### config.mk
export PLATFORM = sky130hd
export DESIGN_NAME = interval_timeline_sequencer_core
export DESIGN_NICKNAME = d
export VERILOG_FILES = /design/src/rtl/itcs_pkg.sv /design/src/rtl/itcs_ram.sv /design/src/rtl/itcs_front.sv /design/src/rtl/itcs_fifo.sv /design/src/rtl/itcs_back.sv /design/src/rtl/interval_timeline_sequencer_core.sv
export SDC_FILE = /design/constraint.sdc
export NUM_CORES = 2
export LEC_CHECK = 0
export BUFFER_PORTS_ARGS = -buffer_cell sky130_fd_sc_hd__buf_2
export CORE_MARGIN = 1
export CORE_UTILIZATION = 35
export DETAILED_ROUTE_END_ITERATION = 8
export GPL_TIMING_DRIVEN = 0
export PLACE_DENSITY = 0.47
export SKIP_LAST_GASP = 1
export SYNTH_ARGS = -nofsm -noshare
export SYNTH_HDL_FRONTEND = slang
export SYNTH_HIERARCHICAL = 1
export SYNTH_SLANG_ARGS = --single-unit
### constraint.sdc
create_clock -name clk -period 9.7 [get_ports clk]
set_clock_uncertainty 0.15 [all_clocks]
set_input_delay 0 -clock clk [delete_from_list [all_inputs] [get_ports clk]]
set_output_delay 0 -clock clk [all_outputs]
set_load 0.05 [all_outputs]
### src/rtl/itcs_pkg.sv
`timescale 1ns / 1ps
package itcs_pkg;

	localparam int POS_W       = 32;
	localparam int SCALE_W     = 16;
	localparam int SCALE_SHIFT = 8;
	localparam int PROD_W      = POS_W + SCALE_W + 1;
	localparam int OP_W        = 3;
	localparam int IDX_W       = 4;
	localparam int CNT_W       = 5;
	localparam int KIND_W      = 2;

	localparam int S_TDATA_W = 40;
	localparam int S_TUSER_W = OP_W;
	localparam int M_TDATA_W = 8;
	localparam int M_TUSER_W = KIND_W;
	localparam int CFG_IDX_W = 2;
	localparam int CFG_DAT_W = SCALE_W;

	localparam int DEF_ENTRIES     = 16;
	localparam int DEF_QUEUE_DEPTH = 2;

	localparam logic [SCALE_W-1:0] SCALE_RESET = 16'd256;

	localparam logic [OP_W-1:0] OP_TICK      = 3'd0;
	localparam logic [OP_W-1:0] OP_SET_TIME  = 3'd1;
	localparam logic [OP_W-1:0] OP_START     = 3'd2;
	localparam logic [OP_W-1:0] OP_STOP      = 3'd3;
	localparam logic [OP_W-1:0] OP_WR_START  = 3'd4;
	localparam logic [OP_W-1:0] OP_WR_END    = 3'd5;

	localparam logic [KIND_W-1:0] KIND_START = 2'd0;
	localparam logic [KIND_W-1:0] KIND_STOP  = 2'd1;
	localparam logic [KIND_W-1:0] KIND_DONE  = 2'd2;

	localparam logic [CFG_IDX_W-1:0] REG_TIME_SCALE  = 2'd0;
	localparam logic [CFG_IDX_W-1:0] REG_PAUSED      = 2'd1;
	localparam logic [CFG_IDX_W-1:0] REG_ENTRY_COUNT = 2'd2;

	localparam logic signed [POS_W-1:0] POS_MAX = 32'sh7FFF_FFFF;
	localparam logic signed [POS_W-1:0] POS_MIN = 32'sh8000_0000;

	typedef struct packed {
		logic [SCALE_W-1:0] time_scale;
		logic               paused;
		logic [CNT_W-1:0]   entry_count;
	} cfg_t;

	typedef struct packed {
		logic [OP_W-1:0]         op;
		logic signed [POS_W-1:0] value;
		logic [IDX_W-1:0]        idx;
	} cmd_t;

	typedef enum logic [2:0] {
		ST_IDLE,
		ST_RD,
		ST_EV,
		ST_EV2,
		ST_WR_RD,
		ST_WR_EV,
		ST_DONE
	} back_state_t;

	function automatic logic in_window(input logic signed [POS_W-1:0] t,
			input logic signed [POS_W-1:0] lo, input logic signed [POS_W-1:0] hi);
		return (t >= lo) && (t < hi);
	endfunction

endpackage

### src/rtl/itcs_ram.sv
`timescale 1ns / 1ps
module itcs_ram #(
	parameter int WIDTH = 64,
	parameter int DEPTH = 16,
	localparam int AW = (DEPTH > 1) ? $clog2(DEPTH) : 1
) (
	input  logic             clk,
	input  logic             wr_en,
	input  logic [AW-1:0]    wr_addr,
	input  logic [WIDTH-1:0] wr_data,
	input  logic             rd_en,
	input  logic [AW-1:0]    rd_addr,
	output logic [WIDTH-1:0] rd_data
);

	logic [WIDTH-1:0] mem_q [DEPTH];
	logic [WIDTH-1:0] rd_data_q;

	always_ff @(posedge clk) begin
		if (wr_en) begin
			mem_q[wr_addr] <= wr_data;
		end
		if (rd_en) begin
			rd_data_q <= mem_q[rd_addr];
		end
	end

	assign rd_data = rd_data_q;

endmodule

### src/rtl/itcs_front.sv
`timescale 1ns / 1ps
module itcs_front (
	input  logic                           clk,
	input  logic                           arst_n,
	input  itcs_pkg::cfg_t                 cfg,
	input  logic                           s_axis_tvalid,
	output logic                           s_axis_tready,
	// [31:0] value, [35:32] index, [39:36] zero
	input  logic [itcs_pkg::S_TDATA_W-1:0] s_axis_tdata,
	// [2:0] opcode
	input  logic [itcs_pkg::S_TUSER_W-1:0] s_axis_tuser,
	output logic                           push,
	output itcs_pkg::cmd_t                 push_data,
	input  logic                           full
);

	localparam int SH_W = itcs_pkg::PROD_W - itcs_pkg::SCALE_SHIFT;

	logic                                 accept;
	logic                                 s1_valid_q;
	logic [itcs_pkg::OP_W-1:0]            op_s1;
	logic signed [itcs_pkg::POS_W-1:0]    val_s1;
	logic [itcs_pkg::IDX_W-1:0]           idx_s1;
	logic signed [itcs_pkg::PROD_W-1:0]   prod_s1;
	logic [SH_W-1:0]                      scaled;
	logic                                 ovf;
	logic signed [itcs_pkg::POS_W-1:0]    delta;

	assign s_axis_tready = !s1_valid_q || !full;
	assign accept        = s_axis_tvalid && s_axis_tready;
	assign push          = s1_valid_q && !full;

	always_ff @(posedge clk or negedge arst_n) begin
		if (!arst_n) begin
			s1_valid_q <= 1'b0;
		end else if (accept) begin
			s1_valid_q <= 1'b1;
		end else if (push) begin
			s1_valid_q <= 1'b0;
		end
	end

	always_ff @(posedge clk) begin
		if (accept) begin
			op_s1   <= s_axis_tuser;
			val_s1  <= s_axis_tdata[itcs_pkg::POS_W-1:0];
			idx_s1  <= s_axis_tdata[itcs_pkg::POS_W +: itcs_pkg::IDX_W];
			prod_s1 <= $signed(s_axis_tdata[itcs_pkg::POS_W-1:0])
				* $signed({1'b0, cfg.time_scale});
		end
	end

	// floor division by the scale unit, then clamp to the time range
	always_comb begin
		scaled = prod_s1[itcs_pkg::PROD_W-1:itcs_pkg::SCALE_SHIFT];
		ovf    = !((&scaled[SH_W-1:itcs_pkg::POS_W-1]) || !(|scaled[SH_W-1:itcs_pkg::POS_W-1]));
		if (ovf) begin
			delta = scaled[SH_W-1] ? itcs_pkg::POS_MIN : itcs_pkg::POS_MAX;
		end else begin
			delta = scaled[itcs_pkg::POS_W-1:0];
		end
	end

	always_comb begin
		push_data.op    = op_s1;
		push_data.value = (op_s1 == itcs_pkg::OP_TICK) ? delta : val_s1;
		push_data.idx   = idx_s1;
	end

endmodule

### src/rtl/itcs_fifo.sv
`timescale 1ns / 1ps
module itcs_fifo #(
	parameter int DEPTH = itcs_pkg::DEF_QUEUE_DEPTH
) (
	input  logic           clk,
	input  logic           arst_n,
	input  logic           push,
	input  itcs_pkg::cmd_t push_data,
	output logic           full,
	input  logic           pop,
	output itcs_pkg::cmd_t pop_data,
	output logic           empty
);

	localparam int PW = (DEPTH > 1) ? $clog2(DEPTH) : 1;
	localparam int CW = $clog2(DEPTH + 1);

	itcs_pkg::cmd_t mem_q [DEPTH];
	logic [PW-1:0]  wr_ptr_q;
	logic [PW-1:0]  rd_ptr_q;
	logic [CW-1:0]  count_q;

	assign full     = (count_q == CW'(DEPTH));
	assign empty    = (count_q == '0);
	assign pop_data = mem_q[rd_ptr_q];

	always_ff @(posedge clk or negedge arst_n) begin
		if (!arst_n) begin
			wr_ptr_q <= '0;
			rd_ptr_q <= '0;
			count_q  <= '0;
		end else begin
			if (push) begin
				wr_ptr_q <= (wr_ptr_q == PW'(DEPTH - 1)) ? '0 : PW'(wr_ptr_q + 1'b1);
			end
			if (pop) begin
				rd_ptr_q <= (rd_ptr_q == PW'(DEPTH - 1)) ? '0 : PW'(rd_ptr_q + 1'b1);
			end
			if (push && !pop) begin
				count_q <= CW'(count_q + 1'b1);
			end else if (pop && !push) begin
				count_q <= CW'(count_q - 1'b1);
			end
		end
	end

	always_ff @(posedge clk) begin
		if (push) begin
			mem_q[wr_ptr_q] <= push_data;
		end
	end

endmodule

### src/rtl/itcs_back.sv
`timescale 1ns / 1ps
module itcs_back #(
	parameter int ENTRIES = itcs_pkg::DEF_ENTRIES
) (
	input  logic                           clk,
	input  logic                           arst_n,
	input  itcs_pkg::cfg_t                 cfg,
	input  logic                           empty,
	input  itcs_pkg::cmd_t                 head,
	output logic                           pop,
	output logic                           m_axis_tvalid,
	input  logic                           m_axis_tready,
	// [3:0] entry, [4] status, [7:5] zero
	output logic [itcs_pkg::M_TDATA_W-1:0] m_axis_tdata,
	// [1:0] kind
	output logic [itcs_pkg::M_TUSER_W-1:0] m_axis_tuser,
	output logic                           m_axis_tlast
);

	localparam int AW    = (ENTRIES > 1) ? $clog2(ENTRIES) : 1;
	localparam int PW    = itcs_pkg::POS_W;
	localparam int RAM_W = 2 * PW;

	typedef enum logic [1:0] {
		WALK_MOVE,
		WALK_TICK,
		WALK_STOP,
		WALK_START
	} walk_t;

	itcs_pkg::back_state_t state_q, state_d;

	logic signed [PW-1:0]            pos_q;
	logic                            running_q;
	logic                            then_start_q;
	logic [itcs_pkg::CNT_W-1:0]      i_q;
	logic [ENTRIES-1:0]              valid_q;
	logic                            valid_rd_q;
	itcs_pkg::cmd_t                  cmd_q;
	logic                            status_q;
	logic signed [PW-1:0]            old_q;
	logic signed [PW-1:0]            new_q;
	walk_t                           mode_q;

	logic                            m_valid_q;
	logic [itcs_pkg::KIND_W-1:0]     m_kind_q;
	logic [itcs_pkg::IDX_W-1:0]      m_entry_q;
	logic                            m_status_q;
	logic                            m_last_q;

	logic [itcs_pkg::CNT_W-1:0]      used;
	logic                            out_free;
	logic                            tick_go;
	logic                            set_go;
	logic                            bad_idx;
	logic                            walk_end;
	logic signed [PW:0]              tick_sum;
	logic signed [PW-1:0]            tick_pos;

	logic [RAM_W-1:0]                rd_data;
	logic signed [PW-1:0]            ws;
	logic signed [PW-1:0]            we;
	logic                            was;
	logic                            now;
	logic                            span;
	logic                            first_v;
	logic [itcs_pkg::KIND_W-1:0]     first_kind;
	logic                            two;

	logic signed [PW-1:0]            w_lo;
	logic signed [PW-1:0]            w_hi;
	logic                            w_was;
	logic                            w_now;
	logic                            w_need;

	logic                            rd_en;
	logic [AW-1:0]                   rd_addr;
	logic                            wr_en;
	logic [AW-1:0]                   wr_addr;
	logic                            emit;
	logic [itcs_pkg::KIND_W-1:0]     e_kind;
	logic [itcs_pkg::IDX_W-1:0]      e_entry;
	logic                            e_status;
	logic                            e_last;

	itcs_ram #(
		.WIDTH(RAM_W),
		.DEPTH(ENTRIES)
	) u_win (
		.clk    (clk),
		.wr_en  (wr_en),
		.wr_addr(wr_addr),
		.wr_data({w_hi, w_lo}),
		.rd_en  (rd_en),
		.rd_addr(rd_addr),
		.rd_data(rd_data)
	);

	assign used     = (int'(cfg.entry_count) > ENTRIES) ? itcs_pkg::CNT_W'(ENTRIES)
		: cfg.entry_count;
	assign out_free = !m_valid_q || m_axis_tready;
	assign tick_go  = running_q && !cfg.paused;
	assign set_go   = running_q && (head.value != pos_q);
	assign bad_idx  = {1'b0, head.idx} >= used;
	assign walk_end = (i_q >= used);
	assign wr_addr  = AW'(cmd_q.idx);

	always_comb begin
		tick_sum = {pos_q[PW-1], pos_q} + {head.value[PW-1], head.value};
		if (tick_sum[PW] != tick_sum[PW-1]) begin
			tick_pos = tick_sum[PW] ? itcs_pkg::POS_MIN : itcs_pkg::POS_MAX;
		end else begin
			tick_pos = tick_sum[PW-1:0];
		end
	end

	// entries never written read as an empty window at zero
	assign ws = valid_rd_q ? rd_data[PW-1:0] : '0;
	assign we = valid_rd_q ? rd_data[RAM_W-1:PW] : '0;

	always_comb begin
		was        = itcs_pkg::in_window(old_q, ws, we);
		now        = itcs_pkg::in_window(new_q, ws, we);
		span       = itcs_pkg::in_window(ws, old_q, new_q)
			&& itcs_pkg::in_window(we, old_q, new_q);
		first_v    = 1'b0;
		first_kind = itcs_pkg::KIND_STOP;
		two        = 1'b0;
		case (mode_q)
			WALK_MOVE, WALK_TICK: begin
				if (was && !now) begin
					first_v = 1'b1;
				end else if (!was && now) begin
					first_v    = 1'b1;
					first_kind = itcs_pkg::KIND_START;
				end else if ((mode_q == WALK_TICK) && span) begin
					first_v = 1'b1;
					two     = 1'b1;
				end
			end
			WALK_STOP: begin
				first_v = was;
			end
			WALK_START: begin
				first_v    = was;
				first_kind = itcs_pkg::KIND_START;
			end
			default: begin
				first_v = 1'b0;
			end
		endcase
	end

	always_comb begin
		w_lo   = (cmd_q.op == itcs_pkg::OP_WR_START) ? cmd_q.value : ws;
		w_hi   = (cmd_q.op == itcs_pkg::OP_WR_END) ? cmd_q.value : we;
		w_was  = itcs_pkg::in_window(pos_q, ws, we);
		w_now  = itcs_pkg::in_window(pos_q, w_lo, w_hi);
		w_need = running_q && (w_was != w_now);
	end

	always_comb begin
		state_d = state_q;
		case (state_q)
			itcs_pkg::ST_IDLE: begin
				if (!empty) begin
					case (head.op)
						itcs_pkg::OP_TICK:     state_d = tick_go ? itcs_pkg::ST_RD
							: itcs_pkg::ST_DONE;
						itcs_pkg::OP_SET_TIME: state_d = set_go ? itcs_pkg::ST_RD
							: itcs_pkg::ST_DONE;
						itcs_pkg::OP_START:    state_d = itcs_pkg::ST_RD;
						itcs_pkg::OP_STOP:     state_d = running_q ? itcs_pkg::ST_RD
							: itcs_pkg::ST_DONE;
						itcs_pkg::OP_WR_START, itcs_pkg::OP_WR_END:
							state_d = bad_idx ? itcs_pkg::ST_DONE : itcs_pkg::ST_WR_RD;
						default:               state_d = itcs_pkg::ST_DONE;
					endcase
				end
			end
			itcs_pkg::ST_RD: begin
				if (!walk_end) begin
					state_d = itcs_pkg::ST_EV;
				end else if (!then_start_q) begin
					state_d = itcs_pkg::ST_DONE;
				end
			end
			itcs_pkg::ST_EV: begin
				if (!first_v) begin
					state_d = itcs_pkg::ST_RD;
				end else if (out_free) begin
					state_d = two ? itcs_pkg::ST_EV2 : itcs_pkg::ST_RD;
				end
			end
			itcs_pkg::ST_EV2: begin
				if (out_free) begin
					state_d = itcs_pkg::ST_RD;
				end
			end
			itcs_pkg::ST_WR_RD: begin
				state_d = itcs_pkg::ST_WR_EV;
			end
			itcs_pkg::ST_WR_EV: begin
				if (!w_need || out_free) begin
					state_d = itcs_pkg::ST_DONE;
				end
			end
			itcs_pkg::ST_DONE: begin
				if (out_free) begin
					state_d = itcs_pkg::ST_IDLE;
				end
			end
			default: begin
				state_d = itcs_pkg::ST_IDLE;
			end
		endcase
	end

	always_comb begin
		pop      = 1'b0;
		rd_en    = 1'b0;
		rd_addr  = i_q[AW-1:0];
		wr_en    = 1'b0;
		emit     = 1'b0;
		e_kind   = first_kind;
		e_entry  = itcs_pkg::IDX_W'(i_q);
		e_status = 1'b0;
		e_last   = 1'b0;
		case (state_q)
			itcs_pkg::ST_IDLE: begin
				pop = !empty;
			end
			itcs_pkg::ST_RD: begin
				rd_en = !walk_end;
			end
			itcs_pkg::ST_EV: begin
				emit = first_v && out_free;
			end
			itcs_pkg::ST_EV2: begin
				emit   = out_free;
				e_kind = itcs_pkg::KIND_START;
			end
			itcs_pkg::ST_WR_RD: begin
				rd_en   = 1'b1;
				rd_addr = AW'(cmd_q.idx);
			end
			itcs_pkg::ST_WR_EV: begin
				wr_en   = !w_need || out_free;
				emit    = w_need && out_free;
				e_kind  = w_was ? itcs_pkg::KIND_STOP : itcs_pkg::KIND_START;
				e_entry = cmd_q.idx;
			end
			itcs_pkg::ST_DONE: begin
				emit     = out_free;
				e_kind   = itcs_pkg::KIND_DONE;
				e_entry  = '0;
				e_status = status_q;
				e_last   = 1'b1;
			end
			default: begin
				pop = 1'b0;
			end
		endcase
	end

	always_ff @(posedge clk or negedge arst_n) begin
		if (!arst_n) begin
			state_q      <= itcs_pkg::ST_IDLE;
			pos_q        <= '0;
			running_q    <= 1'b0;
			then_start_q <= 1'b0;
			i_q          <= '0;
			valid_q      <= '0;
			m_valid_q    <= 1'b0;
		end else begin
			state_q <= state_d;
			if (emit) begin
				m_valid_q <= 1'b1;
			end else if (m_axis_tready) begin
				m_valid_q <= 1'b0;
			end
			if (wr_en) begin
				valid_q[wr_addr] <= 1'b1;
			end
			case (state_q)
				itcs_pkg::ST_IDLE: begin
					if (pop) begin
						i_q          <= '0;
						then_start_q <= (head.op == itcs_pkg::OP_START) && running_q;
						case (head.op)
							itcs_pkg::OP_TICK: begin
								if (tick_go) begin
									pos_q <= tick_pos;
								end
							end
							itcs_pkg::OP_SET_TIME: begin
								if (set_go) begin
									pos_q <= head.value;
								end
							end
							itcs_pkg::OP_START: begin
								pos_q     <= '0;
								running_q <= 1'b1;
							end
							itcs_pkg::OP_STOP: begin
								pos_q     <= '0;
								running_q <= 1'b0;
							end
							default: begin
								pos_q <= pos_q;
							end
						endcase
					end
				end
				itcs_pkg::ST_RD: begin
					if (walk_end && then_start_q) begin
						then_start_q <= 1'b0;
						i_q          <= '0;
					end
				end
				itcs_pkg::ST_EV: begin
					if (!first_v || (out_free && !two)) begin
						i_q <= itcs_pkg::CNT_W'(i_q + 1'b1);
					end
				end
				itcs_pkg::ST_EV2: begin
					if (out_free) begin
						i_q <= itcs_pkg::CNT_W'(i_q + 1'b1);
					end
				end
				default: begin
					i_q <= i_q;
				end
			endcase
		end
	end

	always_ff @(posedge clk) begin
		if (rd_en) begin
			valid_rd_q <= valid_q[rd_addr];
		end
		if (emit) begin
			m_kind_q   <= e_kind;
			m_entry_q  <= e_entry;
			m_status_q <= e_status;
			m_last_q   <= e_last;
		end
		if (pop) begin
			cmd_q    <= head;
			status_q <= ((head.op == itcs_pkg::OP_WR_START)
				|| (head.op == itcs_pkg::OP_WR_END)) && bad_idx;
			old_q    <= ((head.op == itcs_pkg::OP_START) && !running_q) ? '0 : pos_q;
			new_q    <= (head.op == itcs_pkg::OP_SET_TIME) ? head.value : tick_pos;
			case (head.op)
				itcs_pkg::OP_TICK:     mode_q <= WALK_TICK;
				itcs_pkg::OP_SET_TIME: mode_q <= WALK_MOVE;
				itcs_pkg::OP_START:    mode_q <= running_q ? WALK_STOP : WALK_START;
				default:               mode_q <= WALK_STOP;
			endcase
		end else if ((state_q == itcs_pkg::ST_RD) && walk_end && then_start_q) begin
			mode_q <= WALK_START;
			old_q  <= '0;
		end
	end

	assign m_axis_tvalid = m_valid_q;
	assign m_axis_tuser  = m_kind_q;
	assign m_axis_tlast  = m_last_q;
	assign m_axis_tdata  = {{(itcs_pkg::M_TDATA_W - itcs_pkg::IDX_W - 1){1'b0}},
		m_status_q, m_entry_q};

endmodule

### src/rtl/interval_timeline_sequencer_core.sv
`timescale 1ns / 1ps
// channel   dir  handshake                      payload
// s_axis    in   s_axis_tvalid/s_axis_tready    tdata value,index  tuser opcode
// m_axis    out  m_axis_tvalid/m_axis_tready    tdata entry,status tuser kind, tlast
// cfg       in   cfg_valid/cfg_ready            cfg_index, cfg_data
//
// A walk reads the window table once per entry in use and emits both events of a
// double event on a tick; a restart walks twice. A window write reads its entry and
// writes it back, and a command that walks nothing goes straight to its done beat.
// Reset clears position, running, the window valid bits, pause and entry count, and
// sets the time scale to 256; unwritten windows read as zero. Up to QUEUE_DEPTH + 1
// commands wait ahead; m_axis_tready low holds it.
module interval_timeline_sequencer_core #(
	parameter int ENTRIES     = itcs_pkg::DEF_ENTRIES,
	parameter int QUEUE_DEPTH = itcs_pkg::DEF_QUEUE_DEPTH
) (
	input  logic                           clk,
	input  logic                           arst_n,
	input  logic                           s_axis_tvalid,
	output logic                           s_axis_tready,
	// [31:0] value, [35:32] index, [39:36] zero
	input  logic [itcs_pkg::S_TDATA_W-1:0] s_axis_tdata,
	// [2:0] opcode
	input  logic [itcs_pkg::S_TUSER_W-1:0] s_axis_tuser,
	output logic                           m_axis_tvalid,
	input  logic                           m_axis_tready,
	// [3:0] entry, [4] status, [7:5] zero
	output logic [itcs_pkg::M_TDATA_W-1:0] m_axis_tdata,
	// [1:0] kind
	output logic [itcs_pkg::M_TUSER_W-1:0] m_axis_tuser,
	output logic                           m_axis_tlast,
	input  logic                           cfg_valid,
	output logic                           cfg_ready,
	input  logic [itcs_pkg::CFG_IDX_W-1:0] cfg_index,
	input  logic [itcs_pkg::CFG_DAT_W-1:0] cfg_data
);

	itcs_pkg::cfg_t cfg_q;
	itcs_pkg::cmd_t push_data;
	itcs_pkg::cmd_t head;
	logic           push;
	logic           full;
	logic           pop;
	logic           empty;

	assign cfg_ready = 1'b1;

	always_ff @(posedge clk or negedge arst_n) begin
		if (!arst_n) begin
			cfg_q.time_scale  <= itcs_pkg::SCALE_RESET;
			cfg_q.paused      <= 1'b0;
			cfg_q.entry_count <= '0;
		end else if (cfg_valid && cfg_ready) begin
			case (cfg_index)
				itcs_pkg::REG_TIME_SCALE:  cfg_q.time_scale  <= cfg_data;
				itcs_pkg::REG_PAUSED:      cfg_q.paused      <= cfg_data[0];
				itcs_pkg::REG_ENTRY_COUNT: cfg_q.entry_count <= cfg_data[itcs_pkg::CNT_W-1:0];
				default:                   cfg_q             <= cfg_q;
			endcase
		end
	end

	itcs_front u_front (
		.clk          (clk),
		.arst_n       (arst_n),
		.cfg          (cfg_q),
		.s_axis_tvalid(s_axis_tvalid),
		.s_axis_tready(s_axis_tready),
		.s_axis_tdata (s_axis_tdata),
		.s_axis_tuser (s_axis_tuser),
		.push         (push),
		.push_data    (push_data),
		.full         (full)
	);

	itcs_fifo #(
		.DEPTH(QUEUE_DEPTH)
	) u_fifo (
		.clk      (clk),
		.arst_n   (arst_n),
		.push     (push),
		.push_data(push_data),
		.full     (full),
		.pop      (pop),
		.pop_data (head),
		.empty    (empty)
	);

	itcs_back #(
		.ENTRIES(ENTRIES)
	) u_back (
		.clk          (clk),
		.arst_n       (arst_n),
		.cfg          (cfg_q),
		.empty        (empty),
		.head         (head),
		.pop          (pop),
		.m_axis_tvalid(m_axis_tvalid),
		.m_axis_tready(m_axis_tready),
		.m_axis_tdata (m_axis_tdata),
		.m_axis_tuser (m_axis_tuser),
		.m_axis_tlast (m_axis_tlast)
	);

endmodule

# Yosys cells after proc, flatten, opt, wreduce, memory -nomap -nowiden
# Memory sizes are Yosys's and may differ from the RTL's. A register that Yosys moved wholly into a read port is not among the register bits.
# Index checks and enable logic that the tools add are counted.
[word_totals]
mem_bits_rw = 1102
register_bits = 289
word_cells = 248
output_inout_bits = 14
memories = 2
inputBits = 66
[memory_table]
columns = ["memory", "depth", "width", "rd", "rd_clocked_by_memory_dff", "write_ports", "line_no", "text"]
rows = [
  ["u_back.u_win.mem_q", 16, 64, 1, 1, 1, "itcs_ram.sv:16", "logic [WIDTH-1:0] mem_q [DEPTH];"],
  ["u_fifo.mem_q", 2, 39, 1, 0, 1, "itcs_fifo.sv:18", "itcs_pkg::cmd_t mem_q [DEPTH];"],
]
[classes]
n_mux = 80
n_eq_ne = 33
bitwise_logic = 1
n_reduce_logical = 77
n_lt_le_gt_ge = 18
add_sub_neg = 6
mul = 1
[op_table]
columns = ["cell", "count"]
rows = [
  ["$mux W32", 15],
  ["$ge A32 B32 Y1", 6],
  ["$lt A32 B32 Y1", 6],
  ["$pmux W32 S3", 1],
  ["$mul A32 B17 Y49", 1],
  ["$add A32 B32 Y33", 1],
  ["$mux W3", 11],
  ["$ne A32 B32 Y1", 1],
  ["$logic_and A1 B1 Y1", 27],
  ["$mux W1", 26],
  ["$mux W5", 5],
  ["$eq A3 B3 Y1 const B", 7],
  ["$pmux W3 S7", 1],
  ["$pmux W5 S4", 1],
  ["$or A16 B16 Y16", 1],
  ["$logic_not A1 Y1", 15],
  ["$pmux W3 S5", 1],
  ["$mux W2", 7],
  ["$ne A2 B1 Y1 const B", 7],
  ["$eq A3 B2 Y1 const B", 4],
  ["$pmux W2 S3", 2],
  ["$reduce_bool A2 Y1", 6],
  ["$lt A4 B5 Y1 const B", 2],
  ["$reduce_and A10 Y1", 1],
  ["33 further kinds", 61],
]

# Longest topological paths before layout
[depth]
ltp_word = 14
ltp_mapped = 26
ltp_nobuf = 25

# Modules after synthesis
# The synthesis kept the hierarchy.
[modules_own_cells]
columns = ["mod", "n_inst", "cells_per_inst", "seq_area_each_um2", "area_per_inst_um2"]
rows = [
  ["itcs_ram", 1, 1647, 32671.3, 40222.3],
  ["itcs_front", 1, 2177, 2427.3, 20541.0],
  ["itcs_back", 1, 1936, 4929.7, 16614.7],
  ["itcs_fifo", 1, 137, 2442.3, 3012.9],
  ["interval_timeline_sequencer_core", 1, 50, 551.8, 859.6],
]

# Worst setup path after synthesis
# Ideal clock, no wire load.
[synth_timing]
path_type = "reg2reg"
from = "register u_back.valid_rd_q"
to = "memory u_back.u_win.mem_q[0][0] (enable)"
stages_incl_launch_ff = 23
n_path_buf = 6
slack_ps = -839
t_required_ps = 8985
arrival_ps = 9824
period_less_slack_ps = 10539
setup_time_ps = 565
path_cell_list = "edfxtp_1 > buf_6 > buf_2 > buf_1 > buf_1 > nand2_1 > o21ai_0 > inv_1 > ha_1 > a21o_1 > a21o_1 > a21o_1 > a21o_1 > a21o_1 > a2111o_1 > or3_1 > a31o_2 > xor2_1 > o31a_1 > clkbuf_1 > buf_2 > or3b_2 > nor3_1"
[synth_between]
elab_chain_len = 11
word_cells_on_any_way = 17
classes_between = "order compare: 4; eq/ne: 1; mux: 7; reduce/logical: 5"
[synth_lines]
columns = ["item", "line_no", "text"]
rows = [
  ["from (decl)", "itcs_back.sv:38", "logic valid_rd_q;"],
  ["from (signal assigned)", "itcs_back.sv:340", "valid_rd_q <= valid_q[rd_addr];"],
  ["$mux W32", "itcs_back.sv:118", "assign ws = valid_rd_q ? rd_data[PW-1:0] : '0;"],
  ["$mux W32", "itcs_back.sv:155", "w_lo = (cmd_q.op == itcs_pkg::OP_WR_START) ? cmd_q.value : ws;"],
  ["via u_back.w_lo[16]", "itcs_back.sv:70", "logic signed [PW-1:0] w_lo;"],
  ["$ge A32 B32 Y1", "itcs_pkg.sv:67", "return (t >= lo) && (t < hi);"],
  ["$logic_and A1 B1 Y1", "itcs_pkg.sv:67", ""],
  ["$ne A1 B1 Y1", "itcs_back.sv:159", "w_need = running_q && (w_was != w_now);"],
  ["$logic_and A1 B1 Y1", "itcs_back.sv:159", ""],
  ["$logic_not A1 Y1", "itcs_back.sv:248", "wr_en = !w_need || out_free;"],
  ["$logic_or A1 B1 Y1", "itcs_back.sv:248", ""],
  ["$mux W1", "itcs_back.sv:229", "case (state_q)"],
  ["via u_back.wr_en", "itcs_back.sv:78", "logic wr_en;"],
  ["$mux W1", "itcs_ram.sv:20", "if (wr_en) begin"],
  ["$mux W1 (not written as such)", "itcs_ram.sv:21", "mem_q[wr_addr] <= wr_data;"],
  ["to (decl)", "itcs_ram.sv:16", ""],
]
# The timed path passes the listed nets, and every way through them passes these cells.

# Worst setup path in the final report
[layout_timing]
from = "register u_back.valid_rd_q"
to = "memory u_back.u_win.mem_q[0][63] (enable)"
[layout_between]
elab_chain_len = 11
word_cells_on_any_way = 17
classes_between = "order compare: 4; eq/ne: 1; mux: 7; reduce/logical: 5"
[layout_lines]
columns = ["item", "line_no", "text"]
rows = [
  ["$mux W32", "itcs_back.sv:119", "assign we = valid_rd_q ? rd_data[RAM_W-1:PW] : '0;"],
  ["$mux W32", "itcs_back.sv:156", "w_hi = (cmd_q.op == itcs_pkg::OP_WR_END) ? cmd_q.value : we;"],
  ["via u_back.w_hi[10]", "itcs_back.sv:71", "logic signed [PW-1:0] w_hi;"],
  ["$lt A32 B32 Y1", "itcs_pkg.sv:67", ""],
  ["$logic_and A1 B1 Y1", "itcs_pkg.sv:67", ""],
  ["$ne A1 B1 Y1", "itcs_back.sv:159", ""],
  ["$logic_and A1 B1 Y1", "itcs_back.sv:159", ""],
  ["$logic_not A1 Y1", "itcs_back.sv:248", ""],
  ["$logic_or A1 B1 Y1", "itcs_back.sv:248", ""],
  ["$mux W1", "itcs_back.sv:229", ""],
  ["via u_back.wr_en", "itcs_back.sv:78", ""],
  ["$mux W1", "itcs_ram.sv:20", ""],
  ["$mux W1 (not written as such)", "itcs_ram.sv:21", ""],
]
# The timed path passes the listed nets, and every way through them passes these cells.

==> results.md <==
- Number of detailed-route iterations in the first pass: 5
- Worst path cell trace: buf_6, buf_2, buf_1, nand2_1, o21ai_2, inv_1, ha_1, a21o_1, a21oi_1, o21ai_0, a211oi_1, o21ai_0, xnor2_1, a31o_2, xor2_1, o31a_1, clkbuf_1, buf_2, or3b_2, nor3_4, buf_16, buf_16, buf_16, buf_16
- Num rows: 176
- Total Wirelength: 251000 um
- Antenna violations before repair: 5
- Final setup violating endpoints: 0
- Synthesized area: 81300 um2
- Design area: 94100 um2
- Register area: 43000 um2
- Starting Density: 35.3%
- Clock latency at the later pin of the worst-skew pair: 0.83 ns
- Share of layout cells above drive strength 1: 13.3%
- Pins Over Slew Limit: 0
- RSZ-0062 raised after global routing: false
- Synth area leaders: edfxtp_1, fa_1, mux4_2
- Crit path DAT: 9.69 ns
- Vias: 49885
- Final hold viol count: 0
- CTS tree: built
- Status: complete, no violations
- Cell taking the most area after synthesis: edfxtp_1
- DP Worst Slack: 0.194 ns
- Final period util: 96.2%
- # resized after CTS: 0
- Tmin final: 9.33 ns
- Clock Tree Buf Depth: 3
- # port buffers: 71
- Synth Warn #: 6
- Post-synthesis sequential area ratio: 53.0%
- Post-synth top area share: 50.3%
- Multi-input logic area: 34300 um2
- Die ar.: 234000 um2
- Most frequent cell after synthesis: edfxtp_1
- Number of enable flip-flop cells after synthesis: 1361
- Grt peak-use layer: met2
- # DRC: 0
- Core ar.: 230000 um2
- Die height: 484 um
- Maximum clock frequency: 107 MHz
- Worst setup EP type: flip-flop
- CP Launch Type: flip-flop
- Vias in the first global route: 52520
- Synth async-reset ratio: 5.94%
- Max H-tree Level: 4
- Max-cap violations: 0
- HPWL after DPL: 188000 um
- Area after DPL: 87700 um2
- Die W: 484 um
- First-pass GRT wire length: 365000 um
- Largest net degree at the start of global routing: 76
- Setup CP Type: reg2reg
- Post-synthesis cell type count: 97
- Layout area overhead: 15.9%
- All-layer global routing usage: 21.5%
- IO Count: 80
- Avg Inst Size Synth: 13.7 um2
- WHS: 0.0740 ns
- Worst-margin pin slew: 1.43 ns
- Top cells by count, synth: edfxtp_1, inv_1, nand2_1, fa_1, ha_1
- Vias per cell: 5.20
- Min-Delay Path Class: in2reg
- Met2 GRT Util: 36.2%
- Crit-path slowest cell: a211oi_1
- Post-Syn Instances: 5947
- Fill count: 21491
- CP max FO: 17
- Final ANT Viol Nets: 0
- Cts-stage hold buffer count: 136
- GP Congestion: 0.905
- Wirelength per Cell: 26.1 um
- CP max stage delay: 0.89 ns
- Critical Path Most Common Cell: buf_16
- Top FF cell, synth: edfxtp_1
- Net count, final: 7404
- Post-synthesis register bit count: 1447
- Rel. slew slack: 4.56%
- Setup bufs post-CTS: 0
- Reg2Reg Depth: 24
- CTS Buf Count: 159
- Grt total ovfl: 0
- Met3 usage: 2.70%
- Final setup margin: 0.369 ns
- Sink Count: 1447
- Root Driver: clkbuf_16
- GR Util met1: 28.4%
- Initial DRC count: 3718
- Final TNS setup: 0 ns
- Clock slew at the register clock pins of the worst setup and hold paths: 0.06 ns
- Worst hold stages: 2
- CP required: 10.06 ns
[layout make-up]
type / count / share of cell area (%)
Antenna cell: 2 / 0.00532
Buffer: 251 / 1.23
Clock buffer: 195 / 4.42
Clock inverter: 91 / 0.925
Inverter: 808 / 3.22
Multi-Input combinational cell: 3443 / 36.4
Sequential cell: 1447 / 45.7
Tap cell: 3026 / 4.02
Timing Repair Buffer: 336 / 4.04
[final timing paths]
check / slack, ns / to / startpoint
min in group asynchronous: 0.25 / cfg_q[14]$_DFFE_PN1P_ / arst_n
min reg2reg: 0.30 / u_fifo/mem_q[0][3]$_DFFE_PP_ / u_front/idx_s1[3]$_DFFE_PP_
max: 0.37 / u_back/u_win/mem_q[0][63]$_DFFE_PP_ / u_back/valid_rd_q$_DFFE_PP_
max in group asynchronous: 8.84 / cfg_q[20]$_DFFE_PN0P_ / arst_n
max reg2reg: 0.37 / u_back/u_win/mem_q[0][63]$_DFFE_PP_ / u_back/valid_rd_q$_DFFE_PP_
min: 0.07 / u_front/val_s1[20]$_DFFE_PP_ / s_axis_tdata[20]
[worst max-delay path: cells and delay by family (launching register included)]
family,cells,cell delay [ns]
compound gates,8,3.07
buf+inv,10,2.81
simple gates,3,1.60
xor+xnor,2,0.50
flops,1,0.44
fa+ha+maj,1,0.33
[layout by cell type (no fill, tap or decap), types with 16 or more instances in the layout]
master | netlist | routed
inv_1 | 807 | 806
clkbuf_1 | 174 | 204
a21oi_1 | 166 | 165
o21ai_0 | 181 | 117
buf_6 | 19 | 32
mux2_2 | 70 | 70
xnor2_1 | 46 | 46
buf_4 | 11 | 50
nor2b_1 | 33 | 32
buf_12 | 0 | 38
clkinv_2 | 0 | 16
o21a_1 | 19 | 19
nor3_1 | 28 | 24
mux4_2 | 257 | 257
nand4_1 | 56 | 56
a21o_1 | 102 | 102
dfrtp_1 | 85 | 85
buf_8 | 1 | 17
a31oi_1 | 48 | 48
buf_1 | 29 | 28
nand2b_1 | 32 | 32
dlygate4sd3_1 | 0 | 135
edfxtp_1 | 1361 | 1361
a211oi_1 | 30 | 30
o21bai_1 | 18 | 18
fa_1 | 488 | 488
clkbuf_16 | 0 | 160
ha_1 | 404 | 404
and3_1 | 17 | 17
buf_2 | 17 | 89
clkinv_1 | 1 | 40
buf_16 | 0 | 24
a22oi_1 | 132 | 132
nand2_1 | 595 | 595
nand3_1 | 30 | 30
xor2_1 | 31 | 31
nor2_1 | 152 | 139
o21ai_1 | 7 | 56
and2_1 | 274 | 272
[kinds of logic (layout without fill, tap and decap cells)]
group                    Yosys count  in the layout  synth area share (%)
AO/OA/AOI/OAI                    834            834                  6.78
XOR/XNOR                          77             77                 0.830
adder cells (fa/ha/maj)          895            895                  18.3
buffers and inverters           1059           1681                  5.16
flip-flops                      1447           1447                  53.0
multiplexers                     342            342                  8.28
other                              2              6               0.00924
AND/OR/NAND/NOR                 1291           1291                  7.70
[registers in the layout, indices dropped and copies added, names as in the netlist, 5 cells and up]
| name | flops |
|---|---|
| u_back/cmd_q | 35 |
| u_back/u_win/mem_q | 1024 |
| u_back/valid_q | 16 |
| u_front/val_s1 | 32 |
| u_front/prod_s1 | 41 |
| u_back/u_win/rd_data | 64 |
| cfg_q | 22 |
| u_fifo/mem_q | 78 |
| u_back/new_q | 32 |
| u_back/pos_q | 32 |
| u_back/old_q | 32 |
| u_back/i_q | 5 |
[routing by layer]
layer	wire (um)	up-vias
met1	109000	25974
met2	121000	1346
met3	11100	329
met4	9460	6
li1	-	22230
met5	38	-
[metrics by stage]
| stage | std cells | utilization, % |
|---|---|---|
| 3_5_place_dp | 9175 | 38.1 |
| 6_report | 9599 | 40.9 |
| 5_1_grt | 9598 | 40.9 |
| 2_1_floorplan | 5949 | - |
| 4_1_cts | 9597 | 40.9 |
| 3_3_place_gp | 9046 | 37.1 |
Power is left out: the tool's default activity adds up to more than one toggle a clock period on the data nets, which glitch-free logic cannot reach.
